**config.mk**
```make
export PLATFORM = sky130hd
export DESIGN_NAME = sem_sqrt_pipe
export DESIGN_NICKNAME = d
export VERILOG_FILES = /design/src/hdl/sem_pkg.sv /design/src/hdl/sem_sqrt_pipe.sv
export SDC_FILE = /design/constraint.sdc
export NUM_CORES = 1
export LEC_CHECK = 0
export BUFFER_PORTS_ARGS = -buffer_cell sky130_fd_sc_hd__buf_4
export CORE_ASPECT_RATIO = 1.75
export CORE_MARGIN = 8
export CORE_UTILIZATION = 40
export CTS_CLUSTER_DIAMETER = 60
export DETAILED_ROUTE_END_ITERATION = 7
export GPL_ROUTABILITY_DRIVEN = 1
export MAX_ROUTING_LAYER = met4
export PLACE_DENSITY_LB_ADDON = 0.12
export RECOVER_POWER = 25
export SYNTH_ARGS = -nofsm -noshare
export SYNTH_HDL_FRONTEND = slang
export SYNTH_SLANG_ARGS = --single-unit
```
**constraint.sdc**
```tcl
create_clock -name clock -period 31.4 [get_ports clock]
set_input_delay 3.14 -clock clock [delete_from_list [all_inputs] [get_ports clock]]
set_output_delay 3.14 -clock clock [all_outputs]
set_load 0.05 [all_outputs]
```
**src/hdl/sem_pkg.sv**
```systemverilog
// ----------------------------------------------------------------------------
// sem_pkg
// Shared widths, register indexes and stage types of the Sobel edge
// magnitude core.
// ----------------------------------------------------------------------------
package sem_pkg;

   localparam int LUMA_W            = 8;
   localparam int POS_W             = 12;
   localparam int CFG_W             = 13;
   localparam int GRAD_W            = 11;
   localparam int SQ_W              = 20;
   localparam int RAD_W             = 16;
   localparam int ROOT_W            = 8;
   localparam int CSR_ADDR_W        = 1;

   localparam int MAX_WIDTH_DEFAULT = 4096;
   localparam int MAX_HEIGHT        = 4096;
   localparam int MIN_DIM           = 3;
   localparam int RESET_WIDTH       = 640;
   localparam int RESET_HEIGHT      = 480;

   localparam logic [ROOT_W-1:0] SAT_LIMIT = 8'd255;

   localparam logic [CSR_ADDR_W-1:0] CSR_FRAME_WIDTH  = 1'b0;
   localparam logic [CSR_ADDR_W-1:0] CSR_FRAME_HEIGHT = 1'b1;

   typedef struct packed {
      logic [POS_W-1:0] row;
      logic [POS_W-1:0] col;
      logic             done;
   } pos_meta_type;

   typedef struct packed {
      logic                     valid;
      logic signed [GRAD_W-1:0] gx;
      logic signed [GRAD_W-1:0] gy;
      pos_meta_type             meta;
   } grad_item_type;

   typedef struct packed {
      logic             valid;
      logic             sat;
      logic [RAD_W-1:0] radicand;
      pos_meta_type     meta;
   } root_in_type;

   typedef struct packed {
      logic              valid;
      logic              sat;
      logic [ROOT_W-1:0] root;
      pos_meta_type      meta;
   } root_out_type;

endpackage

```
**src/hdl/sem_sqrt_pipe.sv**
```systemverilog
// ----------------------------------------------------------------------------
// sem_sqrt_pipe
// Pipelined integer square root, one result bit per stage, carrying the
// saturation flag and pixel position alongside.
// ----------------------------------------------------------------------------
module sem_sqrt_pipe (
   input  logic                  clock,
   input  logic                  reset,
   input  logic                  advance,
   input  sem_pkg::root_in_type  in_item,
   output sem_pkg::root_out_type out_item
);
   import sem_pkg::*;

   localparam int TrialW = RAD_W + 2;

   typedef struct packed {
      logic              valid;
      logic              sat;
      logic [RAD_W-1:0]  rem;
      logic [ROOT_W-1:0] root;
      pos_meta_type      meta;
   } stage_type;

   stage_type         stage_ff [ROOT_W+1];
   logic [RAD_W-1:0]  rem_next  [ROOT_W];
   logic [ROOT_W-1:0] root_next [ROOT_W];

   for (genvar k = 0; k < ROOT_W; k++) begin : g_step
      localparam int Bit = ROOT_W - 1 - k;
      logic [TrialW-1:0] trial;
      logic              take;

      // (root + 2^Bit)^2 - root^2
      assign trial = ({{(TrialW-ROOT_W){1'b0}}, stage_ff[k].root} << (Bit + 1))
                     + (TrialW'(1) << (2 * Bit));
      assign take  = {2'b00, stage_ff[k].rem} >= trial;
      assign rem_next[k]  = take ? stage_ff[k].rem - trial[RAD_W-1:0] : stage_ff[k].rem;
      assign root_next[k] = take ? stage_ff[k].root | (ROOT_W'(1) << Bit)
                                 : stage_ff[k].root;
   end

   always_ff @(posedge clock) begin
      if (reset) begin
         for (int k = 0; k <= ROOT_W; k++) begin
            stage_ff[k].valid <= 1'b0;
         end
      end else if (advance) begin
         stage_ff[0].valid <= in_item.valid;
         stage_ff[0].sat   <= in_item.sat;
         stage_ff[0].rem   <= in_item.radicand;
         stage_ff[0].root  <= '0;
         stage_ff[0].meta  <= in_item.meta;
         for (int k = 0; k < ROOT_W; k++) begin
            stage_ff[k+1].valid <= stage_ff[k].valid;
            stage_ff[k+1].sat   <= stage_ff[k].sat;
            stage_ff[k+1].rem   <= rem_next[k];
            stage_ff[k+1].root  <= root_next[k];
            stage_ff[k+1].meta  <= stage_ff[k].meta;
         end
      end
   end

   assign out_item.valid = stage_ff[ROOT_W].valid;
   assign out_item.sat   = stage_ff[ROOT_W].sat;
   assign out_item.root  = stage_ff[ROOT_W].root;
   assign out_item.meta  = stage_ff[ROOT_W].meta;

endmodule

```
==> reports/metrics.yaml <==
cts:
  hold_buffers: 0
  cts_buffers: 38
  cts.sinks: 407
  cts_tree: "built"
  insertion_delay_ns: 0.52
  ctsLongestPathBuffers: 3
  clockRootBuffer: "clkbuf_16"
  cts-resized-gates: 0
  path_clk_slew_ns: 0.06
  htree_levels: 2
  cts_setup_buffers: 0
synthesis:
  synth_cell_types: 50
  avgSynthCellArea_um2: 14.7
  netlist_area_um2: 16700
  synthFlopType: "edfxtp_1"
  synthTopCellsByCount: "edfxtp_1 (407), and2_1 (290), nor2_1 (95), inv_1 (42), clkbuf_1 (39)"
  synthArstFlopShare_pct: 0
  yosysMostFrequentCell: "edfxtp_1"
  synth_top_area_cell: "edfxtp_1"
  ys_seq_area_share_pct: 73.2
  netlist_top_cells_area: "edfxtp_1 (73%), and2_1 (11%), ha_1 (2.8%)"
  synth_warnings: 0
  synth_edf_count: 407
  ys_ff_latch: 407
  postSynthCellCount: 1140
  synth_top_area_share_pct: 73.2
  synth.net_count: 1223
setup_path:
  setup.worst_path.end: "stage_ff[0][5]"
  crit_arrival_ns: 12.85
  cpMostUsedCell: "buf_4"
  cp-end-kind: "flip-flop"
  timing.critical_path.buf_inv: 5
  r2r_cells: 7
  cp_slowest_cell: "clkinvlp_2"
  max_stage_delay_ns: 4.67
  startpoint: "reset"
  path_class: "in2reg"
  crit_path_max_fanout: 119
  reg2reg_from: "stage_ff[6][37]"
  cp_data_required_time_ns: 31.67
  reg2reg_slack_ns: 28.17
  startpoint_type: "input port"
  crit_chain: "clkbuf_4, nand2b_2, clkbuf_1, clkinvlp_2, buf_4, buf_4, and2_1"
  critPathTopFamily: "buffers and inverters"
  reg2reg_to: "stage_ff[7][41]"
  crit_cells: 7
status:
  violations: "capacitance limit, slew limit"
  outcome: "finished, violations left"
sta:
  hold_viol: 0
  fin_setup_tns_ns: 0
  slew_violations: 197
  period_minus_slack_ns: 12.58
  setup_viol: 0
  fin_ws_ns: 18.82
  grt_setup_unrepaired: "no"
  skew_ns: 0.00966
  worst_pin_slew_ns: 3.51
  max_clock_freq_mhz: 79.5
  fin_crit_sh_pct: 40.1
  slew_headroom_pct: -135
flow_run:
  maxCapViolCount: 2
finish:
  top_regs: "stage_ff x407"
  layout.cells.non_filler: 1801
  fin_nets: 1303
  regMostFlops: "stage_ff"
  drive_above_1_share_pct: 8.27
  num_antenna_cells: 0
  regArea_um2: 12200
  multi_input_area_um2: 4150
  largest_register_ffs: 407
  area_growth_syn_to_layout_pct: 13.0
  final.fill_count: 3718
floorplanning:
  die_x_um: 170
  die_h_um: 286
  initial_core_util_pct: 40.2
  dieArea_um2: 48800
  num_io_pins: 81
  core-area_um2: 41500
  rows: 99
drt:
  via_per_inst: 4.44
  drc: 0
  wirelength_um: 22000
  first_pass_iters: 4
  vias: 7997
  drt-initial-drc-count: 340
  wire_per_inst_um: 12.2
  drtAntennaViolNets: 0
pwr:
  p_leak_nw: 6.72
  totalPowerFinal_mw: 1.12
  peakVddDrop_mv: 0.0336
  power_density_nw_per_um2: 59.6
placement:
  dp.cells: 1735
  place_congestion: 0.788
  post-place-ws_ns: 24.65
  port_buffers: 80
  place_hpwl_um: 13100
grt:
  grtUsageMet1_pct: 9.30
  grt_pass1_vias: 7976
  overflow: 0
  grt_use_met3_pct: 2.22
  antenna_found_initial: 0
  grt_max_degree: 289
  use_met2_pct: 16.8
  grt_pass1_wl_um: 36700
  grt_busiest_layer: "met2"
  grt_usage_pct: 9.38
hold_path:
  hold_path_class: "reg2reg"
-- logic make-up after synthesis --
logic type	count (synthesis)	share of synthesized area (%)
XOR/XNOR	28	1.47
buffers and inverters	87	2.01
flip-flops	407	73.2
multiplexers	13	0.779
AND/OR/NAND/NOR	477	16.2
adder cells (fa/ha/maj)	37	2.77
AO/OA/AOI/OAI	91	3.64
-- per-layer routing --
metal | routed length, um | vias to the layer above
li1 | - | 4200
met1 | 8870 | 3625
met2 | 11400 | 122
met3 | 872 | 50
met4 | 823 | 0
met5 | 0 | -
-- power breakdown --
group | internal, mW | switching (mW) | total (mW)
Clock | 0.243 | 0.185 | 0.428
Sequential | 0.624 | 0.00596 | 0.630
Combinational | 0.0250 | 0.0409 | 0.0659
-- worst register-to-register path: cells and delay by family (launching register included) --
family	cells	cell delay, ns
simple gates	3	1.26
compound gates	3	0.79
flops	1	0.39
fa+ha+maj	1	0.38
-- final cells by class --
cell class                 count  share of cell area [%]
clock inverter                20                   0.756
multi-input combinational    646                    22.0
inverter                      42                   0.842
timing repair buffer          85                    2.71
tap                          555                    3.68
sequential                   407                    64.7
clock buffer                  46                    5.31
-- per-stage QoR --
| step | area, um^2 | util, % | hold WS, ns |
|---|---|---|---|
| 2_1_floorplan | 16700 | - | 0.400 |
| 3_3_place_gp | 17900 | 43.1 | 0.404 |
| 3_5_place_dp | 17900 | 43.1 | 0.405 |
| 4_1_cts | 19000 | 45.8 | 0.419 |
| 5_1_grt | 18900 | 45.5 | 0.424 |
| 6_report | 18900 | 45.5 | 0.417 |
-- placed cells by master, fill, tap and decap left out, drive strengths merged, types with 9 or more instances in the layout --
| master | instances |
|---|---|
| clkbuf | 84 |
| nand2 | 26 |
| ha | 37 |
| nor3 | 14 |
| o21ai | 15 |
| a21oi | 26 |
| and2 | 290 |
| mux2i | 13 |
| inv | 42 |
| edfxtp | 407 |
| o21a | 9 |
| clkinv | 16 |
| nor2 | 95 |
| buf | 47 |
| xnor2 | 23 |
-- worst min path at each step --
stage	end	depth (start not counted)	slack (ns)	from
2_1_floorplan	stage_ff[8][0]	0	0.40	stage_ff[7][0]
3_3_place_gp	stage_ff[8][1]	0	0.40	stage_ff[7][1]
3_5_place_dp	stage_ff[8][11]	0	0.40	stage_ff[7][11]
4_1_cts	stage_ff[8][6]	0	0.42	stage_ff[7][6]
5_1_grt	stage_ff[8][18]	0	0.42	stage_ff[7][18]
6_report	stage_ff[8][49]	0	0.42	stage_ff[7][49]
No activity file was read; power rests on OpenSTA's default activity.
